**config.mk**
```make
export PLATFORM = sky130hd
export DESIGN_NAME = i2c_master_sequencer_core
export DESIGN_NICKNAME = d
export VERILOG_FILES = /design/src/sv/i2cms_pkg.sv /design/src/sv/i2c_master_sequencer_core.sv /design/src/sv/i2cms_shift.sv
export SDC_FILE = /design/constraint.sdc
export NUM_CORES = 1
export LEC_CHECK = 0
export BUFFER_PORTS_ARGS = -buffer_cell sky130_fd_sc_hd__clkbuf_2
export CELL_PAD_IN_SITES_DETAIL_PLACEMENT = 0
export CELL_PAD_IN_SITES_GLOBAL_PLACEMENT = 2
export CORE_MARGIN = 2
export CORE_UTILIZATION = 37
export DETAILED_ROUTE_END_ITERATION = 8
export PLACE_DENSITY_LB_ADDON = 0.3
export SKIP_CTS_REPAIR_TIMING = 1
export SLEW_MARGIN = 10
export SYNTH_ARGS = -nofsm -noshare
export SYNTH_HDL_FRONTEND = slang
export SYNTH_SLANG_ARGS = --single-unit
```
**constraint.sdc**
```tcl
create_clock -name clk -period 5.1 [get_ports clk]
set_input_delay 0.255 -clock clk [delete_from_list [all_inputs] [get_ports clk]]
set_output_delay 0.255 -clock clk [all_outputs]
set_load 0.1 [all_outputs]
```
**src/sv/i2cms_pkg.sv**
```systemverilog
`timescale 1ns / 1ps
// Shared types, codes and helpers for the I2C master sequencer.
// No dependencies; imported by i2cms_shift and i2c_master_sequencer_core.
package i2cms_pkg;

	localparam int BYTE_W = 8;
	localparam int ADDR_W = 7;
	localparam int CMD_W  = 3;

	localparam logic [CMD_W-1:0] CMD_START_WR = 3'd0;
	localparam logic [CMD_W-1:0] CMD_START_RD = 3'd1;
	localparam logic [CMD_W-1:0] CMD_WRITE    = 3'd2;
	localparam logic [CMD_W-1:0] CMD_READ     = 3'd3;
	localparam logic [CMD_W-1:0] CMD_STOP     = 3'd4;

	localparam logic REG_DEVICE_ADDRESS = 1'b0;
	localparam logic REG_LSB_FIRST      = 1'b1;

	// Control of the shared bit shifter
	typedef struct packed {
		logic load;
		logic shift;
	} shift_ctrl_t;

	function automatic logic [BYTE_W-1:0] reverse8(input logic [BYTE_W-1:0] v);
		logic [BYTE_W-1:0] r;
		for (int i = 0; i < BYTE_W; i++) begin
			r[BYTE_W-1-i] = v[i];
		end
		return r;
	endfunction

endpackage

```
**src/sv/i2c_master_sequencer_core.sv**
```systemverilog
`timescale 1ns / 1ps
// Top level of the I2C master sequencer: command decode, interval sequencer, result register.
// Depends on i2cms_pkg and i2cms_shift.
//
//   channel  | handshake            | payload
//   ---------+----------------------+-----------------------------------------------
//   in       | in_valid / in_stall  | command, data_byte, address_byte, master_ack,
//            |                      | slave_data, slave_ack_level
//   out      | out_valid / out_stall| scl_level, sda_level, sample_point, last,
//            |                      | read_byte, ack_received, address_nacked, rejected
//   cfg      | cfg_we               | cfg_index, cfg_data
//
// Each command is accepted, then yields one half-bit interval per cycle while out_stall
// is low: a start gives 20 or 22, a write or read byte 18, a stop 2, a rejected command 1;
// an unused code is accepted and yields none. The sequencer and the shared byte shifter
// handle one command at a time; in_stall is high until its last interval sits in the result
// register. arst_n clears the sequencer, the open-transaction flag, the configuration and the
// result valid.
module i2c_master_sequencer_core
	import i2cms_pkg::*;
(
	input  logic              clk,
	input  logic              arst_n,
	input  logic              in_valid,
	output logic              in_stall,
	input  logic [CMD_W-1:0]  command,
	input  logic [BYTE_W-1:0] data_byte,
	input  logic [BYTE_W-1:0] address_byte,
	input  logic              master_ack,
	input  logic [BYTE_W-1:0] slave_data,
	input  logic              slave_ack_level,
	output logic              out_valid,
	input  logic              out_stall,
	output logic              scl_level,
	output logic              sda_level,
	output logic              sample_point,
	output logic              last,
	output logic [BYTE_W-1:0] read_byte,
	output logic              ack_received,
	output logic              address_nacked,
	output logic              rejected,
	input  logic              cfg_we,
	input  logic              cfg_index,
	input  logic [ADDR_W-1:0] cfg_data
);

	localparam logic [2:0] ST_IDLE  = 3'd0;
	localparam logic [2:0] ST_START = 3'd1;
	localparam logic [2:0] ST_BITS  = 3'd2;
	localparam logic [2:0] ST_SACK  = 3'd3;
	localparam logic [2:0] ST_RBITS = 3'd4;
	localparam logic [2:0] ST_MACK  = 3'd5;
	localparam logic [2:0] ST_STOP  = 3'd6;
	localparam logic [2:0] ST_REJ   = 3'd7;

	logic [2:0]        state_q;
	logic              half_q;
	logic [2:0]        bit_q;
	logic              open_q;
	logic              nack_q;
	logic              is_start_q;
	logic              mack_q;
	logic              sack_q;
	logic [BYTE_W-1:0] rbyte_q;
	logic [ADDR_W-1:0] dev_addr_q;
	logic              lsb_first_q;

	logic              out_valid_q;
	logic              scl_q, sda_q, smp_q, last_q, ack_q, nack_out_q, rej_q;
	logic [BYTE_W-1:0] rbyte_out_q;

	logic              in_acc;
	logic              emit;
	logic [BYTE_W-1:0] addr_byte;
	logic [BYTE_W-1:0] tx_byte;
	logic              wire_bit;
	shift_ctrl_t       sh_ctrl;

	// Interval produced this cycle
	logic [2:0]        state_d;
	logic              scl_d, sda_d, smp_d, last_d, ack_d, nack_d, rej_d, open_d;
	logic [BYTE_W-1:0] rbyte_d;

	assign in_stall = (state_q != ST_IDLE);
	assign in_acc   = in_valid && !in_stall;
	assign emit     = (state_q != ST_IDLE) && (!out_valid_q || !out_stall);

	assign addr_byte = (address_byte != '0) ? address_byte : {dev_addr_q, command[0]};
	assign tx_byte   = (command == CMD_WRITE) ? data_byte : addr_byte;

	assign sh_ctrl.load  = in_acc;
	assign sh_ctrl.shift = emit && (state_q == ST_BITS) && half_q;

	i2cms_shift u_shift (
		.clk       (clk),
		.ctrl      (sh_ctrl),
		.load_byte (lsb_first_q ? reverse8(tx_byte) : tx_byte),
		.wire_bit  (wire_bit)
	);

	always_comb begin
		state_d = state_q;
		scl_d   = half_q;
		sda_d   = 1'b1;
		smp_d   = 1'b0;
		last_d  = 1'b0;
		ack_d   = 1'b0;
		nack_d  = 1'b0;
		rej_d   = 1'b0;
		rbyte_d = '0;
		open_d  = open_q;
		unique case (state_q)
			ST_IDLE: begin
				scl_d = 1'b0;
			end
			ST_START: begin
				scl_d = 1'b1;
				sda_d = !half_q;
				if (half_q) begin
					state_d = ST_BITS;
				end
			end
			ST_BITS: begin
				sda_d = wire_bit;
				if (half_q && bit_q == 3'd7) begin
					state_d = ST_SACK;
				end
			end
			ST_SACK: begin
				smp_d = half_q;
				if (half_q) begin
					if (is_start_q && sack_q) begin
						// address refused: append a stop
						open_d  = 1'b0;
						state_d = ST_STOP;
					end else begin
						if (is_start_q) begin
							open_d = 1'b1;
						end
						ack_d   = !sack_q;
						last_d  = 1'b1;
						state_d = ST_IDLE;
					end
				end
			end
			ST_RBITS: begin
				scl_d = !half_q;
				smp_d = !half_q;
				if (half_q && bit_q == 3'd7) begin
					state_d = ST_MACK;
				end
			end
			ST_MACK: begin
				sda_d = !mack_q;
				if (half_q) begin
					last_d  = 1'b1;
					rbyte_d = rbyte_q;
					state_d = ST_IDLE;
				end
			end
			ST_STOP: begin
				sda_d = 1'b0;
				if (half_q) begin
					last_d  = 1'b1;
					nack_d  = nack_q;
					open_d  = 1'b0;
					state_d = ST_IDLE;
				end
			end
			ST_REJ: begin
				scl_d   = 1'b1;
				last_d  = 1'b1;
				rej_d   = 1'b1;
				state_d = ST_IDLE;
			end
			default: begin
				state_d = ST_IDLE;
			end
		endcase
	end

	always_ff @(posedge clk or negedge arst_n) begin
		if (!arst_n) begin
			state_q     <= ST_IDLE;
			half_q      <= 1'b0;
			bit_q       <= '0;
			open_q      <= 1'b0;
			nack_q      <= 1'b0;
			dev_addr_q  <= '0;
			lsb_first_q <= 1'b0;
			out_valid_q <= 1'b0;
		end else begin
			if (cfg_we) begin
				unique case (cfg_index)
					REG_DEVICE_ADDRESS: dev_addr_q <= cfg_data;
					REG_LSB_FIRST:      lsb_first_q <= cfg_data[0];
					default: ;
				endcase
			end
			if (in_acc) begin
				half_q <= 1'b0;
				bit_q  <= '0;
				case (command)
					CMD_START_WR, CMD_START_RD: begin
						state_q <= ST_START;
						nack_q  <= slave_ack_level;
					end
					CMD_WRITE: state_q <= open_q ? ST_BITS : ST_REJ;
					CMD_READ:  state_q <= open_q ? ST_RBITS : ST_REJ;
					CMD_STOP: begin
						state_q <= ST_STOP;
						nack_q  <= 1'b0;
					end
					default: state_q <= ST_IDLE;
				endcase
			end else if (emit) begin
				state_q <= state_d;
				open_q  <= open_d;
				half_q  <= (state_d == state_q) ? !half_q : 1'b0;
				if (half_q && (state_q == ST_BITS || state_q == ST_RBITS)) begin
					bit_q <= bit_q + 3'd1;
				end
			end
			if (emit) begin
				out_valid_q <= 1'b1;
			end else if (!out_stall) begin
				out_valid_q <= 1'b0;
			end
		end
	end

	// Command payload and result register
	always_ff @(posedge clk) begin
		if (in_acc) begin
			is_start_q <= (command == CMD_START_WR) || (command == CMD_START_RD);
			mack_q     <= master_ack;
			sack_q     <= slave_ack_level;
			rbyte_q    <= lsb_first_q ? reverse8(slave_data) : slave_data;
		end
		if (emit) begin
			scl_q       <= scl_d;
			sda_q       <= sda_d;
			smp_q       <= smp_d;
			last_q      <= last_d;
			rbyte_out_q <= rbyte_d;
			ack_q       <= ack_d;
			nack_out_q  <= nack_d;
			rej_q       <= rej_d;
		end
	end

	assign out_valid      = out_valid_q;
	assign scl_level      = scl_q;
	assign sda_level      = sda_q;
	assign sample_point   = smp_q;
	assign last           = last_q;
	assign read_byte      = rbyte_out_q;
	assign ack_received   = ack_q;
	assign address_nacked = nack_out_q;
	assign rejected       = rej_q;

`ifndef NO_ASSERTIONS
	a_sample_scl_high: assert property (@(posedge clk) disable iff (!arst_n)
		out_valid && sample_point |-> scl_level)
		else $error("SDA sampled with SCL low");

	a_reject_single: assert property (@(posedge clk) disable iff (!arst_n)
		out_valid && rejected |-> last && scl_level && sda_level)
		else $error("rejected result is not a lone idle interval");

	a_nack_closes: assert property (@(posedge clk) disable iff (!arst_n)
		out_valid && address_nacked |-> last && !ack_received && !open_q)
		else $error("address NACK without closing stop");

	a_no_gap: assert property (@(posedge clk) disable iff (!arst_n)
		out_valid && !out_stall && !last |=> out_valid)
		else $error("gap inside a command's intervals");
`endif

endmodule

```
**src/sv/i2cms_shift.sv**
```systemverilog
`timescale 1ns / 1ps
// Byte shifter that presents the next wire bit, most significant first.
// Depends on i2cms_pkg for shift_ctrl_t and BYTE_W.
module i2cms_shift
	import i2cms_pkg::*;
(
	input  logic              clk,
	input  shift_ctrl_t       ctrl,
	input  logic [BYTE_W-1:0] load_byte,
	output logic              wire_bit
);

	logic [BYTE_W-1:0] byte_q;

	always_ff @(posedge clk) begin
		if (ctrl.load) begin
			byte_q <= load_byte;
		end else if (ctrl.shift) begin
			byte_q <= {byte_q[BYTE_W-2:0], 1'b0};
		end
	end

	assign wire_bit = byte_q[BYTE_W-1];

endmodule

```
**Yosys cells after proc, flatten, opt, wreduce, memory -nomap -nowiden**

Index checks and enable logic that the tools add are counted.

- Register bits: 52
- Input bits: 42
- Output and inout bits: 17
- Logic and storage cells: 119

- Add/sub/neg operators: 1
- Eq/ne operators: 17
- Multiplexer cells: 40
- Bitwise logic cells: 4
- Reduce and logical (&&, ||, !) cells: 36

Operators with widths:

| operator | count |
|---|---|
| 8-bit two-way mux | 6 |
| 3-bit two-way mux | 12 |
| 3-bit == test, second input constant | 6 |
| 3-bit case mux with 6 select lines | 1 |
| 1-bit two-way mux | 13 |
| 3-bit by 2-bit == test with 1-bit output, second input constant | 4 |
| 3-bit case mux with 4 select lines | 1 |
| 2-bit AND reduction | 6 |
| 2-bit nonzero test | 5 |
| 8-bit nonzero test | 1 |
| 1-bit logical AND | 7 |
| 3-bit by 1-bit == test with 1-bit output, second input constant | 2 |
| 1-bit zero test | 6 |
| 3-bit zero test | 2 |
| 1-bit case mux with 2 select lines | 3 |
| 1-bit case mux with 3 select lines | 2 |
| 6-bit AND reduction | 1 |
| 2-bit OR reduction | 3 |
| 2-bit != test, second input constant | 2 |
| 1-bit inverter | 4 |
| 1-bit case mux with 4 select lines | 1 |
| 3-bit by 1-bit adder with 3-bit output, second input constant | 1 |
| 3-bit == test | 1 |
| 1-bit logical OR | 3 |
| other kinds (5) | 5 |

**Depth between registers and ports, before layout**

- Depth after elaboration: 8
- Depth in mapped cells: 7
- Depth with buffers taken out: 6

**Hierarchy**

From an unflattened synthesis, not the netlist that was laid out.

- Cells, all modules: 223
- Area, all modules: 2718.9 sq um

Modules (own cells, without submodules):

| module | instances | cells an instance | area an instance (sq um) | sequential area each (sq um) |
|---|---|---|---|---|
| i2c_master_sequencer_core | 1 | 205 | 2348.5 | 1231.2 |
| i2cms_shift | 1 | 18 | 370.4 | 240.2 |

**Least setup slack after synthesis**

No wires, ideal clock.

- Path type: register to register
- From: register out_valid_q (netlist: out_valid)
- To: register u_shift.byte_q[0] (enable)
- Library setup time: 386 ps
- Data arrival time: 1880 ps
- Setup slack: 2834 ps
- Stages on the path, launching flop included: 4
- Clock period less this slack: 2266 ps
- Path through: dfrtp_1 nand2_1 nand3_1 a211oi_1

- Longest elaborated chain between the ends: 6

Ends and longest elaborated chain:

| item | RTL line | text |
|---|---|---|
| start, declared | i2c_master_sequencer_core.sv:68 | `logic out_valid_q;` |
| start signal, assigned | i2c_master_sequencer_core.sv:191 | `out_valid_q <= 1'b0;` |
| start signal, assigned | i2c_master_sequencer_core.sv:225 | `out_valid_q <= 1'b1;` |
| start signal, assigned | i2c_master_sequencer_core.sv:227 | `out_valid_q <= 1'b0;` |
| 1-bit zero test | i2c_master_sequencer_core.sv:86 | `assign emit = (state_q != ST_IDLE) && (!out_valid_q \|\| !out_stall);` |
| 1-bit logical OR | i2c_master_sequencer_core.sv:86 |  |
| 1-bit logical AND | i2c_master_sequencer_core.sv:86 |  |
| 1-bit logical AND (2 in a row) | i2c_master_sequencer_core.sv:92 | `assign sh_ctrl.shift = emit && (state_q == ST_BITS) && half_q;` |
| 2-bit nonzero test (no line) | -- |  |
| end signal, assigned | i2cms_shift.sv:17 | `byte_q <= load_byte;` |
| end signal, assigned | i2cms_shift.sv:19 | `byte_q <= {byte_q[BYTE_W-2:0], 1'b0};` |
| end, declared | i2cms_shift.sv:13 | `logic [BYTE_W-1:0] byte_q;` |

No other way between the ends.
A chain may end at the register's enable or synchronous reset.

**Worst setup path in the final report**

- From: register state_q[0]
- To: register u_shift.byte_q[4], data pin

- Longest elaborated chain between the ends: 4

Ends and longest elaborated chain:

| item | RTL line | text |
|---|---|---|
| start, declared | i2c_master_sequencer_core.sv:56 | `logic [2:0] state_q;` |
| start signal, assigned | i2c_master_sequencer_core.sv:208 | `CMD_WRITE: state_q <= open_q ? ST_BITS : ST_REJ;` |
| start signal, assigned | i2c_master_sequencer_core.sv:209 | `CMD_READ: state_q <= open_q ? ST_RBITS : ST_REJ;` |
| start signal, assigned | i2c_master_sequencer_core.sv:217 | `state_q <= state_d;` |
| 3-bit nonzero test | i2c_master_sequencer_core.sv:84 | `assign in_stall = (state_q != ST_IDLE);` |
| 1-bit zero test | i2c_master_sequencer_core.sv:85 | `assign in_acc = in_valid && !in_stall;` |
| 1-bit logical AND | i2c_master_sequencer_core.sv:85 |  |
| 8-bit two-way mux | i2cms_shift.sv:16 | `if (ctrl.load) begin` |

No other way between the ends.

==> reports/summary.txt <==
Status: completed
Port Buffers: 58
Clock share of power: 15.1%
DRT Pass-1 Iters: 4
Worst-Margin Slew: 0.801 ns
Synthesized flop and latch total: 52
Top-count cell post-synth: edfxtp_1
Met1 Wirelength: 2550 um
GPL Wtd Cong: 0.811
Gate power share: 42.1%
Cts bufs inserted: 5
Cell count after synthesis: 241
Post-Synthesis Cell Area: 0.00271 mm2
Yosys synthesis warning count: 0
RSZ-0062 raised after global routing: false
Pin count of the biggest net entering global routing: 27
GRT Overall Usage: 14.2%
Slowest stage delay, CP: 0.57 ns
Die height: 89.5 um
Final Hold Vio Count: 0
Cell Rows: 31
Wire per inst: 13.6 um
Psw: 738 uW
Initial antenna violation count: 0
Setup crit end: u_shift.byte_q[4]
Max-slew violation count: 0
Worst hold slack: 0.121 ns
Core Footprint: 0.00718 mm2
Vias in the first global route: 1792
WP data arrival: 2.33 ns
# fillers: 709
Flop-to-flop setup slack: 2.83 ns
Final setup viols: 0
CTS tree: yes
Crit path kind: reg -> reg
Clock root buffer master: clkbuf_8
Worst VDD drop: 0.000165 V
Ys flop type: edfxtp_1
DR WL met2: 2490 um
Die W: 89.5 um
Flop pwr share: 42.9%
Power Dens Cells: 501 mW/mm2
Post-Syn Area per Cell: 11.2 um2
Clock sinks: 52
Area contributors post-synth: edfxtp_1, dfrtp_1, mux2_2
Worst-path cell chain: nor3_1 -> nand2_1 -> inv_2 -> nor2b_1 -> a31oi_1 -> o21ai_1
Dominant cell type by area after synthesis: edfxtp_1
Worst-path maximum fanout: 26
Final WL: 5400 um
First-pass GRT wire length: 8580 um
Final min period: 2.27 ns
DRT antenna net count: 0
Worst-path clk slew: 0.10 ns
Clk_skew: 0.0103 ns
Post-Route Utilization: 44.4%
Clock Path Buffers: 2
Setup TNS: 0 ns
Cell with the largest stage delay on the worst path: dfrtp_1
Period Utilization, post-route: 44.5%
Pint: 859 uW
Sequential area share after synthesis: 54.3%
Async S/R FF share, synth: 34.6%
Initial DRC count: 80
Full die area: 0.00802 mm2
I/O Pins: 59
Design Area, Final: 0.00319 mm2
CP Launch Type: flip-flop
Slew headroom: 46.6%
Layout cell share with drive strength beyond 1: 31.3%
Ant. Diodes: 0
Yosys cell types: 50
Met3 WL: 290 um
Launch point of the worst reg-to-reg path: state_q[0]
Max Clk Rate: 441 MHz
DPL Wire Length: 4080 um
DP Area: 0.00308 mm2
Worst-Skew Late Latency: 0.31 ns
Crit. Startpoint: state_q[0]
DRC Markers: 0
Starting Density: 37.7%
Leak: 0.00127 uW
WP data required: 5.16 ns
Layout Nets: 340
Synth cell count leaders: edfxtp_1, nand2_1, dfrtp_1
Max-cap violations: 0
Worst r2r dst: u_shift.byte_q[4]
Worst R2R Path Depth: 6
Class of the worst hold path: in -> reg
Highest routed layer: met4
Worst Setup End Kind: flip-flop
Post-Syn Nets: 285
Vias: 1962
Yosys top cell area share: 37.7%
Switching part of the total power: 46.2%
Number of synthesized flops with an enable pin: 34
Grt total ovfl: 0
Synth-to-layout area growth: 17.7%
H-tree depth: 2
Via-per-instance ratio: 4.95
## worst max-delay path, delay by kind of cell, from the launching register on
kind	cells	cell delay [ns]
simple gates	3	0.77
buf+inv	1	0.45
flops	1	0.57
compound gates	2	0.21
## cell type report
class	instances	area, um2	area share (%)
Sequential cell	52	1470	46.2
Timing Repair Buffer	61	315	9.89
Clock inverter	3	26.3	0.824
Clock buffer	5	68.8	2.16
Inverter	13	48.8	1.53
Multi-Input combinational cell	163	1130	35.6
Tap cell	99	124	3.89
## placed cells by master (no fill, tap or decap), drive strengths merged, types with 9 or more instances in the layout
| master | instances |
|---|---|
| dfrtp | 18 |
| a21oi | 9 |
| clkbuf | 63 |
| mux2 | 19 |
| inv | 14 |
| nand2 | 22 |
| edfxtp | 34 |
| nor2 | 13 |
| o21ai | 17 |
## worst min path at each step
stage,from,endpoint,cells after the start
final,master_ack,mack_q,1
after global routing,master_ack,mack_q,1
after CTS,arst_n,dev_addr_q[0],1
after detailed placement,arst_n,dev_addr_q[0],1
after global placement,arst_n,dev_addr_q[0],1
after floorplan,arst_n,bit_q[0],0
## power groups by stage
stage          clock [uW]  combinational (uW)  sequential [uW]
2_1_floorplan           0                 340              905
3_3_place_gp            0                 675              694
3_5_place_dp            0                 674              695
4_1_cts               251                 677              686
5_1_grt               266                 726              707
6_report              240                 672              685
## sequential cells by signal (all words and copies together), names as in the netlist, 3 cells and up
signal,cells
bit_q,3
rbyte_q,8
read_byte,8
state_q,3
u_shift.byte_q,8
dev_addr_q,7
## per-layer routing
metal	track usage, %	up-vias
li1	-	1006
met1	19.0	883
met2	22.7	65
met3	3.79	8
met4	3.93	0
met5	0	-
## logic make-up after synthesis
| family | Yosys count | share of synthesized area [%] |
|---|---|---|
| compound gates | 63 | 15.6 |
| xor+xnor | 1 | 0.324 |
| fa+ha+maj | 2 | 0.924 |
| buf+inv | 26 | 3.79 |
| flops | 52 | 54.3 |
| mux | 23 | 9.84 |
| simple gates | 74 | 15.2 |
## through the flow
stage / setup WS, ns / power, uW / instances
2_1_floorplan: 2.83 / 1240 / 241
3_3_place_gp: 2.88 / 1370 / 387
6_report: 2.83 / 1600 / 396
4_1_cts: 2.82 / 1610 / 395
5_1_grt: 2.52 / 1700 / 396
3_5_place_dp: 2.85 / 1370 / 387
Power figures use the tool's default switching activity.
